==> src/hw/rtl/sha_pkg.sv <==
// ---------------------------------------------------------------------------
// sha_pkg
// Shared types, constants and round functions for the SHA-256 stream hash.
// ---------------------------------------------------------------------------
package sha_pkg;

  localparam int unsigned LenPos     = 56;

  typedef logic [31:0] word_t;

  typedef enum logic [2:0] {
    ST_IDLE,
    ST_ROUND,
    ST_ADD,
    ST_PAD,
    ST_OUT
  } state_e;

  typedef struct packed {
    logic start;
  } core_ctl_t;

  function automatic word_t round_k(input logic [5:0] idx);
    word_t k;
    unique case (idx)
      6'd0: k = 32'h428a2f98;  6'd1: k = 32'h71374491;
      6'd2: k = 32'hb5c0fbcf;  6'd3: k = 32'he9b5dba5;
      6'd4: k = 32'h3956c25b;  6'd5: k = 32'h59f111f1;
      6'd6: k = 32'h923f82a4;  6'd7: k = 32'hab1c5ed5;
      6'd8: k = 32'hd807aa98;  6'd9: k = 32'h12835b01;
      6'd10: k = 32'h243185be; 6'd11: k = 32'h550c7dc3;
      6'd12: k = 32'h72be5d74; 6'd13: k = 32'h80deb1fe;
      6'd14: k = 32'h9bdc06a7; 6'd15: k = 32'hc19bf174;
      6'd16: k = 32'he49b69c1; 6'd17: k = 32'hefbe4786;
      6'd18: k = 32'h0fc19dc6; 6'd19: k = 32'h240ca1cc;
      6'd20: k = 32'h2de92c6f; 6'd21: k = 32'h4a7484aa;
      6'd22: k = 32'h5cb0a9dc; 6'd23: k = 32'h76f988da;
      6'd24: k = 32'h983e5152; 6'd25: k = 32'ha831c66d;
      6'd26: k = 32'hb00327c8; 6'd27: k = 32'hbf597fc7;
      6'd28: k = 32'hc6e00bf3; 6'd29: k = 32'hd5a79147;
      6'd30: k = 32'h06ca6351; 6'd31: k = 32'h14292967;
      6'd32: k = 32'h27b70a85; 6'd33: k = 32'h2e1b2138;
      6'd34: k = 32'h4d2c6dfc; 6'd35: k = 32'h53380d13;
      6'd36: k = 32'h650a7354; 6'd37: k = 32'h766a0abb;
      6'd38: k = 32'h81c2c92e; 6'd39: k = 32'h92722c85;
      6'd40: k = 32'ha2bfe8a1; 6'd41: k = 32'ha81a664b;
      6'd42: k = 32'hc24b8b70; 6'd43: k = 32'hc76c51a3;
      6'd44: k = 32'hd192e819; 6'd45: k = 32'hd6990624;
      6'd46: k = 32'hf40e3585; 6'd47: k = 32'h106aa070;
      6'd48: k = 32'h19a4c116; 6'd49: k = 32'h1e376c08;
      6'd50: k = 32'h2748774c; 6'd51: k = 32'h34b0bcb5;
      6'd52: k = 32'h391c0cb3; 6'd53: k = 32'h4ed8aa4a;
      6'd54: k = 32'h5b9cca4f; 6'd55: k = 32'h682e6ff3;
      6'd56: k = 32'h748f82ee; 6'd57: k = 32'h78a5636f;
      6'd58: k = 32'h84c87814; 6'd59: k = 32'h8cc70208;
      6'd60: k = 32'h90befffa; 6'd61: k = 32'ha4506ceb;
      6'd62: k = 32'hbef9a3f7; 6'd63: k = 32'hc67178f2;
      default: k = 32'h0;
    endcase
    return k;
  endfunction

  function automatic word_t start_h(input logic [2:0] idx);
    word_t h;
    unique case (idx)
      3'd0: h = 32'h6a09e667; 3'd1: h = 32'hbb67ae85;
      3'd2: h = 32'h3c6ef372; 3'd3: h = 32'ha54ff53a;
      3'd4: h = 32'h510e527f; 3'd5: h = 32'h9b05688c;
      3'd6: h = 32'h1f83d9ab; 3'd7: h = 32'h5be0cd19;
      default: h = 32'h0;
    endcase
    return h;
  endfunction

  function automatic word_t ror(input word_t x, input int unsigned n);
    return (x >> n) | (x << (32 - n));
  endfunction

endpackage

==> src/hw/rtl/sha_if.sv <==
// ---------------------------------------------------------------------------
// sha_in_if / sha_out_if
// Valid/ready channels for message beats and digest beats.
// ---------------------------------------------------------------------------
interface sha_in_if;
  logic       valid;
  logic       ready;
  logic [7:0] data_byte;
  logic       byte_present;
  logic       end_of_message;
  modport source (output valid, data_byte, byte_present, end_of_message, input ready);
  modport sink   (input valid, data_byte, byte_present, end_of_message, output ready);
endinterface

interface sha_out_if;
  logic        valid;
  logic        ready;
  logic [31:0] digest_word;
  logic [2:0]  word_index;
  logic        last_word;
  modport source (output valid, digest_word, word_index, last_word, input ready);
  modport sink   (input valid, digest_word, word_index, last_word, output ready);
endinterface

==> src/hw/rtl/sha_core.sv <==
// ---------------------------------------------------------------------------
// sha_core
// Shared round unit: one SHA-256 round per cycle with a 16-word schedule
// window, then the chaining add. Words enter through a shift-in port.
// ---------------------------------------------------------------------------
module sha_core (
  input  logic                clk_i,
  input  logic                rst_ni,
  input  logic                load_i,
  input  sha_pkg::word_t      load_word_i,
  input  sha_pkg::core_ctl_t  ctl_i,
  input  logic                reinit_i,
  input  logic [2:0]          rd_idx_i,
  output sha_pkg::word_t      rd_word_o,
  output logic                done_o
);
  import sha_pkg::*;

  word_t      w_q [16];
  word_t      v_q [8];
  word_t      h_q [8];
  logic [5:0] rnd_q;
  logic       run_q, add_q;
  word_t      t1, t2, s0, s1, wn, e, a;

  assign e  = v_q[4];
  assign a  = v_q[0];
  assign s0 = ror(w_q[1], 7) ^ ror(w_q[1], 18) ^ (w_q[1] >> 3);
  assign s1 = ror(w_q[14], 17) ^ ror(w_q[14], 19) ^ (w_q[14] >> 10);
  assign wn = w_q[0] + s0 + w_q[9] + s1;
  assign t1 = v_q[7] + (ror(e, 6) ^ ror(e, 11) ^ ror(e, 25))
            + ((e & v_q[5]) ^ (~e & v_q[6])) + round_k(rnd_q) + w_q[0];
  assign t2 = (ror(a, 2) ^ ror(a, 13) ^ ror(a, 22))
            + ((a & v_q[1]) ^ (a & v_q[2]) ^ (v_q[1] & v_q[2]));

  assign rd_word_o = h_q[rd_idx_i];
  assign done_o    = add_q;

  always_ff @(posedge clk_i or negedge rst_ni) begin
    if (!rst_ni) begin
      rnd_q <= '0;
      run_q <= 1'b0;
      add_q <= 1'b0;
      for (int i = 0; i < 8; i++) h_q[i] <= start_h(3'(i));
      for (int i = 0; i < 8; i++) v_q[i] <= '0;
      for (int i = 0; i < 16; i++) w_q[i] <= '0;
    end else begin
      add_q <= 1'b0;
      if (reinit_i) begin
        for (int i = 0; i < 8; i++) h_q[i] <= start_h(3'(i));
      end else if (ctl_i.start) begin
        run_q <= 1'b1;
        rnd_q <= '0;
        for (int i = 0; i < 8; i++) v_q[i] <= h_q[i];
      end else if (run_q) begin
        rnd_q <= rnd_q + 6'd1;
        v_q[0] <= t1 + t2;
        v_q[1] <= v_q[0];
        v_q[2] <= v_q[1];
        v_q[3] <= v_q[2];
        v_q[4] <= v_q[3] + t1;
        v_q[5] <= v_q[4];
        v_q[6] <= v_q[5];
        v_q[7] <= v_q[6];
        for (int i = 0; i < 15; i++) w_q[i] <= w_q[i+1];
        w_q[15] <= wn;
        if (rnd_q == 6'd63) begin
          run_q <= 1'b0;
          add_q <= 1'b1;
        end
      end
      if (add_q) begin
        for (int i = 0; i < 8; i++) h_q[i] <= h_q[i] + v_q[i];
      end
      if (load_i) begin
        for (int i = 0; i < 15; i++) w_q[i] <= w_q[i+1];
        w_q[15] <= load_word_i;
      end
    end
  end
endmodule

==> src/hw/rtl/sha256_stream_hash.sv <==
// ---------------------------------------------------------------------------
// sha256_stream_hash
// Streaming SHA-256 over a byte stream with an eight-word digest output.
// ---------------------------------------------------------------------------
// Channels: in_i carries one message beat (data_byte, byte_present,
// end_of_message); out_o carries eight digest beats, word_index 0..7,
// last_word on the eighth.
// Bytes pack into 32-bit words that shift into the schedule window; a byte
// that completes a block holds off further beats while the block runs 64
// rounds in the shared round unit and then the chaining add.
// An end-of-message beat pads one byte per cycle while no block is running,
// up to the length field, in one or two blocks, then offers eight digest
// beats, one per cycle while out_o.ready is high; a stall holds the current
// beat. in_i.ready is low from end of message till the last one is taken.
// Reset loads the initial hash values and clears the byte counters.
// ---------------------------------------------------------------------------
module sha256_stream_hash (
  input  logic      clk_i,
  input  logic      rst_ni,
  sha_in_if.sink    in_i,
  sha_out_if.source out_o
);
  import sha_pkg::*;

  state_e      state_q, state_d;
  logic [5:0]  cnt_q;
  logic [60:0] len_q;
  logic [23:0] acc_q;
  logic [2:0]  oidx_q;
  logic        fin_q;
  logic        wrap_q;
  logic [7:0]  pbyte;
  logic        put, load, done, reinit;
  core_ctl_t   ctl;
  word_t       rd_word;
  logic [63:0] bits;

  assign bits = {len_q, 3'b000};

  always_comb begin
    if (!fin_q) pbyte = 8'h80;
    else if (cnt_q >= 6'(LenPos) && !wrap_q) pbyte = bits[8*(63-cnt_q) +: 8] ;
    else pbyte = 8'h00;
  end

  // fin_q set means the 0x80 byte is already in
  logic [7:0] byte_v;
  always_comb begin
    byte_v = (state_q == ST_PAD) ? pbyte : in_i.data_byte;
    put = (state_q == ST_IDLE && in_i.valid && in_i.byte_present) ||
          (state_q == ST_PAD);
    load = put && (cnt_q[1:0] == 2'b11);
  end

  assign ctl.start = put && (cnt_q == 6'd63);
  assign reinit    = (state_q == ST_OUT) && out_o.ready && (oidx_q == 3'd7);

  sha_core u_core (
    .clk_i      (clk_i),
    .rst_ni     (rst_ni),
    .load_i     (load),
    .load_word_i({acc_q, byte_v}),
    .ctl_i      (ctl),
    .reinit_i   (reinit),
    .rd_idx_i   (oidx_q),
    .rd_word_o  (rd_word),
    .done_o     (done)
  );

  logic blk_run_q, eom_q;

  always_comb begin
    state_d = state_q;
    unique case (state_q)
      ST_IDLE: if (in_i.valid) begin
        if (ctl.start) state_d = ST_ROUND;
        else if (in_i.end_of_message) state_d = ST_PAD;
      end
      ST_ROUND: if (done) state_d = ST_ADD;
      ST_ADD: state_d = eom_q ? ST_PAD : ST_IDLE;
      ST_PAD: begin
        if (ctl.start) state_d = ST_ROUND;
        else if (fin_q && cnt_q == 6'd63) state_d = ST_ROUND;
      end
      ST_OUT: if (reinit) state_d = ST_IDLE;
      default: state_d = ST_IDLE;
    endcase
    if (state_q == ST_ADD && eom_q && blk_run_q) state_d = ST_OUT;
  end

  always_comb begin
    in_i.ready = (state_q == ST_IDLE);
    out_o.valid = (state_q == ST_OUT);
    out_o.digest_word = rd_word;
    out_o.word_index = oidx_q;
    out_o.last_word = (oidx_q == 3'd7);
  end

  always_ff @(posedge clk_i or negedge rst_ni) begin
    if (!rst_ni) begin
      state_q <= ST_IDLE;
      cnt_q <= '0;
      len_q <= '0;
      acc_q <= '0;
      oidx_q <= '0;
      fin_q <= 1'b0;
      wrap_q <= 1'b0;
      eom_q <= 1'b0;
      blk_run_q <= 1'b0;
    end else begin
      state_q <= state_d;
      if (put) begin
        cnt_q <= cnt_q + 6'd1;
        acc_q <= {acc_q[15:0], byte_v};
      end
      if (state_q == ST_IDLE && in_i.valid) begin
        if (in_i.byte_present) len_q <= len_q + 61'd1;
        eom_q <= in_i.end_of_message;
      end
      if (state_q == ST_PAD) begin
        fin_q <= 1'b1;
        if (!fin_q) begin
          wrap_q <= (cnt_q >= 6'(LenPos)) && (cnt_q != 6'd63);
        end else if (cnt_q == 6'd63) begin
          if (wrap_q) wrap_q <= 1'b0;
          else blk_run_q <= 1'b1;
        end
      end
      if (state_q == ST_OUT && out_o.ready) oidx_q <= oidx_q + 3'd1;
      if (reinit) begin
        len_q <= '0;
        fin_q <= 1'b0;
        wrap_q <= 1'b0;
        eom_q <= 1'b0;
        blk_run_q <= 1'b0;
        cnt_q <= '0;
      end
    end
  end

  assert property (@(posedge clk_i) disable iff (!rst_ni)
    out_o.valid |-> !in_i.ready)
    else $error("input taken while digest pending");
  assert property (@(posedge clk_i) disable iff (!rst_ni)
    (out_o.valid && !out_o.ready) |=> (out_o.valid && $stable(oidx_q)))
    else $error("digest beat dropped under stall");
  assert property (@(posedge clk_i) disable iff (!rst_ni)
    ctl.start |=> state_q == ST_ROUND)
    else $error("block start without rounds");
endmodule

==> src/flat_wrapper.sv <==
// flat-port wrapper written by rule: the top's interface ports become plain ports
module sha256_stream_hash_flat import sha_pkg::*;
  (clk_i, rst_ni, in_i_valid, in_i_data_byte, in_i_byte_present, in_i_end_of_message, in_i_ready, out_o_valid, out_o_digest_word, out_o_word_index, out_o_last_word, out_o_ready);
  sha_in_if in_i_i ();
  sha_out_if out_o_i ();
  input  logic clk_i;
  input  logic rst_ni;
  input wire logic [$bits(in_i_i.valid)-1:0] in_i_valid;
  input wire logic [$bits(in_i_i.data_byte)-1:0] in_i_data_byte;
  input wire logic [$bits(in_i_i.byte_present)-1:0] in_i_byte_present;
  input wire logic [$bits(in_i_i.end_of_message)-1:0] in_i_end_of_message;
  output wire logic [$bits(in_i_i.ready)-1:0] in_i_ready;
  output wire logic [$bits(out_o_i.valid)-1:0] out_o_valid;
  output wire logic [$bits(out_o_i.digest_word)-1:0] out_o_digest_word;
  output wire logic [$bits(out_o_i.word_index)-1:0] out_o_word_index;
  output wire logic [$bits(out_o_i.last_word)-1:0] out_o_last_word;
  input wire logic [$bits(out_o_i.ready)-1:0] out_o_ready;
  assign in_i_i.valid = in_i_valid;
  assign in_i_i.data_byte = in_i_data_byte;
  assign in_i_i.byte_present = in_i_byte_present;
  assign in_i_i.end_of_message = in_i_end_of_message;
  assign in_i_ready = in_i_i.ready;
  assign out_o_valid = out_o_i.valid;
  assign out_o_digest_word = out_o_i.digest_word;
  assign out_o_word_index = out_o_i.word_index;
  assign out_o_last_word = out_o_i.last_word;
  assign out_o_i.ready = out_o_ready;
  sha256_stream_hash u_core (.clk_i(clk_i), .rst_ni(rst_ni), .in_i(in_i_i), .out_o(out_o_i));
endmodule
==> config.mk <==
export PLATFORM = sky130hd
export DESIGN_NAME = sha256_stream_hash_flat
export DESIGN_NICKNAME = d
export VERILOG_FILES = /design/src/hw/rtl/sha_pkg.sv /design/src/hw/rtl/sha_if.sv /design/src/hw/rtl/sha_core.sv /design/src/hw/rtl/sha256_stream_hash.sv /design/src/flat_wrapper.sv
export SDC_FILE = /design/constraint.sdc
export NUM_CORES = 2
export LEC_CHECK = 0
export ABC_CLOCK_PERIOD_IN_PS = 9300
export BUFFER_PORTS_ARGS = -buffer_cell sky130_fd_sc_hd__buf_2
export CAP_MARGIN = 25
export CORE_MARGIN = 4
export CORE_UTILIZATION = 52
export CTS_CLUSTER_SIZE = 25
export DETAILED_ROUTE_END_ITERATION = 10
export PLACE_DENSITY = 0.76
export SLEW_MARGIN = 20
export SYNTH_ARGS = -nofsm -noshare
export SYNTH_HDL_FRONTEND = slang
export SYNTH_HIERARCHICAL = 1
export SYNTH_SLANG_ARGS = --single-unit
==> constraint.sdc <==
create_clock -name clk_i -period 9.3 [get_ports clk_i]
set_clock_uncertainty 0.2 [all_clocks]
set_input_delay 1.395 -clock clk_i [delete_from_list [all_inputs] [get_ports clk_i]]
set_output_delay 1.395 -clock clk_i [all_outputs]
set_load 0.03 [all_outputs]
==> metrics.log <==
[metrics] number of maximum-capacitance constraint violations: 0
[metrics] Top Ports: 52
[metrics] Row Count: 139
[metrics] number of DRC violations after detailed routing: 0
[metrics] CTS clock-pin slew for the worst setup and hold paths: 0.07 ns
[metrics] worst-path maximum fanout: 11
[metrics] count of warnings emitted by yosys: 6
[metrics] placed wire-length estimate: 182 mm
[metrics] fraction of the cycle the final worst path needs: 93.4%
[metrics] Top FF cell, synth: sky130_fd_sc_hd__dfrtp_1
[metrics] routability congestion estimate from global placement: 1.01
[metrics] die outline area: approximately 150000 um2
[metrics] worst hold margin: 0.252 ns
[metrics] 1st-iter DRT viols: roughly 7k
[metrics] synthesized netlist net count: 9181
[metrics] Die Ht: between 300 and 400 um
[metrics] area of the mapped netlist: 75700 um2
[metrics] layout cell share with drive strength beyond 1: 9.05%
[metrics] share of Yosys cell area claimed by the top area cell type: approximately 33%
[metrics] via/cell ratio: 6.08
[metrics] type of the tightest min-delay check: reg2reg
[metrics] largest incremental delay on the critical path: roughly 0.56 ns
[metrics] horizontal die dimension: about 390 um
[metrics] final number of hold-violating endpoints: 0
[metrics] TritonCTS clock tree: yes
[metrics] routed length per placed instance: 23.8 um
[metrics] hold buffer count at CTS: 0
[metrics] slew margin rel.: approximately 7.5%
[metrics] cell with the largest stage delay on the worst path: sky130_fd_sc_hd__ha_1
[metrics] initial antenna violation count: 8
[metrics] CP endpoint kind: flip-flop
[metrics] startpoint of the worst-slack reg-to-reg timing path: u_core/u_core/rnd_q[1]
[metrics] maximum clock insertion buffer count: 3
[metrics] total iterations of the first detailed-routing run: 6
[metrics] final net count: ~9.0k
[metrics] Arrival @ worst endpoint: between 9 and 10 ns
[metrics] setup TNS: 0 ns
[metrics] endpoint of the most critical setup path: u_core/u_core/a[30]
[metrics] Synth-to-Final Area Change: 8.65%
[metrics] number of buffers created by CTS: roughly 130
[metrics] launching element type of the critical path: flip-flop
[metrics] Achievable Freq: 0.115 GHz
[metrics] required time worst endpoint: 9.75 ns
[metrics] post-route antenna net violation count: 0
[metrics] number of buffers added on ports: 51
[metrics] WL final: roughly 250 mm
[metrics] Worst-Margin Slew: 1.39 ns
[metrics] count of distinct cell types in the synthesized netlist: between 100 and 150
[metrics] overall overflow remaining after global route: 0
[metrics] pin count of the biggest net entering global routing: 255
[metrics] final-report setup violation count: 0
[metrics] maximum level of the CTS H-tree: 4
[metrics] ranking of synthesized cells by area: sky130_fd_sc_hd__dfrtp_1 (33%), sky130_fd_sc_hd__nand2_1 (9.5%), sky130_fd_sc_hd__ha_1 (6.8%)
[metrics] dominant cell type by area after synthesis: sky130_fd_sc_hd__dfrtp_1
[metrics] vias in the first global route: 60.2k
[metrics] FF-to-FF path depth: 32
[metrics] RSZ-0062 raised after global routing: false
[metrics] type of the worst setup path: reg2reg
[metrics] initial core utilization: 52.5%
[metrics] final max-slew violation count: 0
[metrics] Post-Synthesis Mean Instance Area: 8.85 um2
[metrics] asr flop ratio synth: 100%
[metrics] outcome: completed
[metrics] total setup buffers inserted after CTS: 0
[metrics] GR Util All Layers: 32.3%
[metrics] worst-skew pair later-pin latency: 0.82 ns
[metrics] core region area: 144000 um2
[metrics] shortest clock period the worst path allows after layout: 8.69 ns
[metrics] first-pass GRT wire length: ~380 mm
[metrics] total via count in the routed design: 63.1k
[metrics] flop and latch count out of synthesis: between 1k and 1.5k
[metrics] timing startpoint of the critical path: u_core/u_core/rnd_q[1]
[metrics] number of gates resized after cts: 0
[metrics] slack of the worst reg-to-reg path: 0.61 ns
[metrics] Mapped Cells: 8560
[metrics] sequential area share after synthesis: 37.7%
[metrics] CTS root buf: sky130_fd_sc_hd__clkbuf_16
[metrics] terminus of the critical flop-to-flop path: u_core/u_core/a[30]
[metrics] sink count of the clock tree: 1133
[metrics] Post-synth EDFFs: 0
stage by stage:
step,setup WS (ns),instances,instance area (um2),utilization (%)
6_report,0.613,10400,82300,57.1
5_1_grt,0.0264,10400,82300,57.1
4_1_cts,0.823,10400,82300,57.0
3_5_place_dp,0.873,10100,77700,53.9
3_3_place_gp,0.871,10100,77700,53.9
2_1_floorplan,0.954,8560,75700,-
cells in the mapped netlist, types with 12 or more instances:
| cell type | n |
|---|---|
| sky130_fd_sc_hd__a2111oi_0 | 12 |
| sky130_fd_sc_hd__a211o_1 | 13 |
| sky130_fd_sc_hd__a211oi_1 | 41 |
| sky130_fd_sc_hd__a21boi_0 | 15 |
| sky130_fd_sc_hd__a21o_1 | 191 |
| sky130_fd_sc_hd__a21oi_1 | 536 |
| sky130_fd_sc_hd__a31oi_1 | 47 |
| sky130_fd_sc_hd__and2_1 | 17 |
| sky130_fd_sc_hd__and3_1 | 36 |
| sky130_fd_sc_hd__buf_1 | 31 |
| sky130_fd_sc_hd__clkbuf_1 | 444 |
| sky130_fd_sc_hd__dfrtp_1 | 997 |
| sky130_fd_sc_hd__dfstp_2 | 136 |
| sky130_fd_sc_hd__fa_1 | 197 |
| sky130_fd_sc_hd__ha_1 | 410 |
| sky130_fd_sc_hd__inv_1 | 437 |
| sky130_fd_sc_hd__mux2_2 | 98 |
| sky130_fd_sc_hd__mux2i_1 | 233 |
| sky130_fd_sc_hd__mux4_2 | 79 |
| sky130_fd_sc_hd__nand2_1 | 1907 |
| sky130_fd_sc_hd__nand2b_1 | 63 |
| sky130_fd_sc_hd__nand3_1 | 93 |
| sky130_fd_sc_hd__nand4_1 | 45 |
| sky130_fd_sc_hd__nor2_1 | 431 |
| sky130_fd_sc_hd__nor2b_1 | 42 |
| sky130_fd_sc_hd__nor3_1 | 102 |
| sky130_fd_sc_hd__nor3b_1 | 12 |
| sky130_fd_sc_hd__nor4_1 | 16 |
| sky130_fd_sc_hd__o211ai_1 | 25 |
| sky130_fd_sc_hd__o21a_1 | 66 |
| sky130_fd_sc_hd__o21ai_0 | 742 |
| sky130_fd_sc_hd__o21bai_1 | 51 |
| sky130_fd_sc_hd__o221ai_1 | 12 |
| sky130_fd_sc_hd__o22ai_1 | 32 |
| sky130_fd_sc_hd__o311ai_0 | 12 |
| sky130_fd_sc_hd__o31ai_1 | 40 |
| sky130_fd_sc_hd__or2_2 | 17 |
| sky130_fd_sc_hd__or3_1 | 79 |
| sky130_fd_sc_hd__xnor2_1 | 341 |
| sky130_fd_sc_hd__xor2_1 | 259 |
cell families after synthesis:
| group | after synthesis | share of synthesized area, % |
|---|---|---|
| buffers and inverters | 923 | 4.60 |
| DFF | 1133 | 37.7 |
| xor gates and xnor gates | 601 | 6.97 |
| muxes | 410 | 6.89 |
| and+or+nand+nor | 2899 | 16.1 |
| AOI/OAI and AO/OA | 1985 | 15.8 |
| adders and majority gates | 609 | 12.0 |
sequential cells by signal, indices dropped and copies added (netlist names), 6 cells and up:
register             count
u_core/acc_q            24
u_core/u_core/a         32
u_core/u_core/h_q      256
u_core/u_core/rnd_q      6
u_core/len_q            61
u_core/u_core/w_q      512
u_core/u_core/e         32
u_core/cnt_q             6
u_core/u_core/v_q      192
layout by cell type, fill, tap and decap left out, drive strengths merged, types with 18 or more instances in the layout:
master / instances
mux2i: 233
o211ai: 29
a21o: 191
and3: 36
o31ai: 42
a21oi: 538
mux2: 98
clkbuf: 185
o21bai: 51
a31oi: 48
buf: 162
fa: 197
o21ai: 754
xor2: 259
o22ai: 32
clkinv: 35
or2: 18
nand2: 1907
nor3: 102
ha: 410
inv: 445
nand3: 94
a211oi: 45
dfstp: 136
xnor2: 341
nor2b: 42
nand2b: 63
nand4: 47
nor4: 18
or3: 79
dfrtp: 997
mux4: 79
o21a: 66
nor2: 431
worst min path at each step:
stage                                      start  depth (start not counted)                      to  slack [ns]
after floorplan            u_core/u_core/w_q[20]                          2   u_core/u_core/w_q[52]        0.24
after global placement     u_core/u_core/w_q[27]                          2   u_core/u_core/w_q[59]        0.25
after detailed placement  u_core/u_core/w_q[118]                          2  u_core/u_core/w_q[118]        0.25
after CTS                 u_core/u_core/w_q[321]                          2  u_core/u_core/w_q[353]        0.25
after global routing      u_core/u_core/w_q[330]                          2  u_core/u_core/w_q[362]        0.28
final                     u_core/u_core/w_q[321]                          2  u_core/u_core/w_q[353]        0.25
critical path: cells and delay by family, from the launching register on:
kind | cells | cell delay, ns
AOI/OAI and AO/OA | 13 | 3.17
xor gates and xnor gates | 2 | 0.42
adders and majority gates | 6 | 2.50
buffers and inverters | 6 | 0.74
DFF | 1 | 0.39
and+or+nand+nor | 5 | 1.06
per-layer routing:
| metal | wire length (um) | share of wire, % | global-route usage (%) | vias up |
|---|---|---|---|---|
| met5 | 69 | 0.028 | 0 | - |
| met4 | 8510 | 3.4 | 10.8 | 8 |
| met3 | 23100 | 9.3 | 7.67 | 410 |
| met2 | 106000 | 43 | 46.9 | 2590 |
| met1 | 110000 | 45 | 47.5 | 31400 |
| li1 | - | - | - | 28700 |
area by class of cell:
type                    instances  area (um2)
diodes                          3        7.51
clock buffers                 184        3710
clock inverters                58         888
fillers                     12600       61900
inverters                     440        1650
multi-input cells            6504       43800
flip-flops and latches       1133       28500
well taps                    1903        2380
repair buffers                163        1320
Power is not shown: default switching activity piles up to over one toggle a cycle in this logic, so the estimate is an artifact.
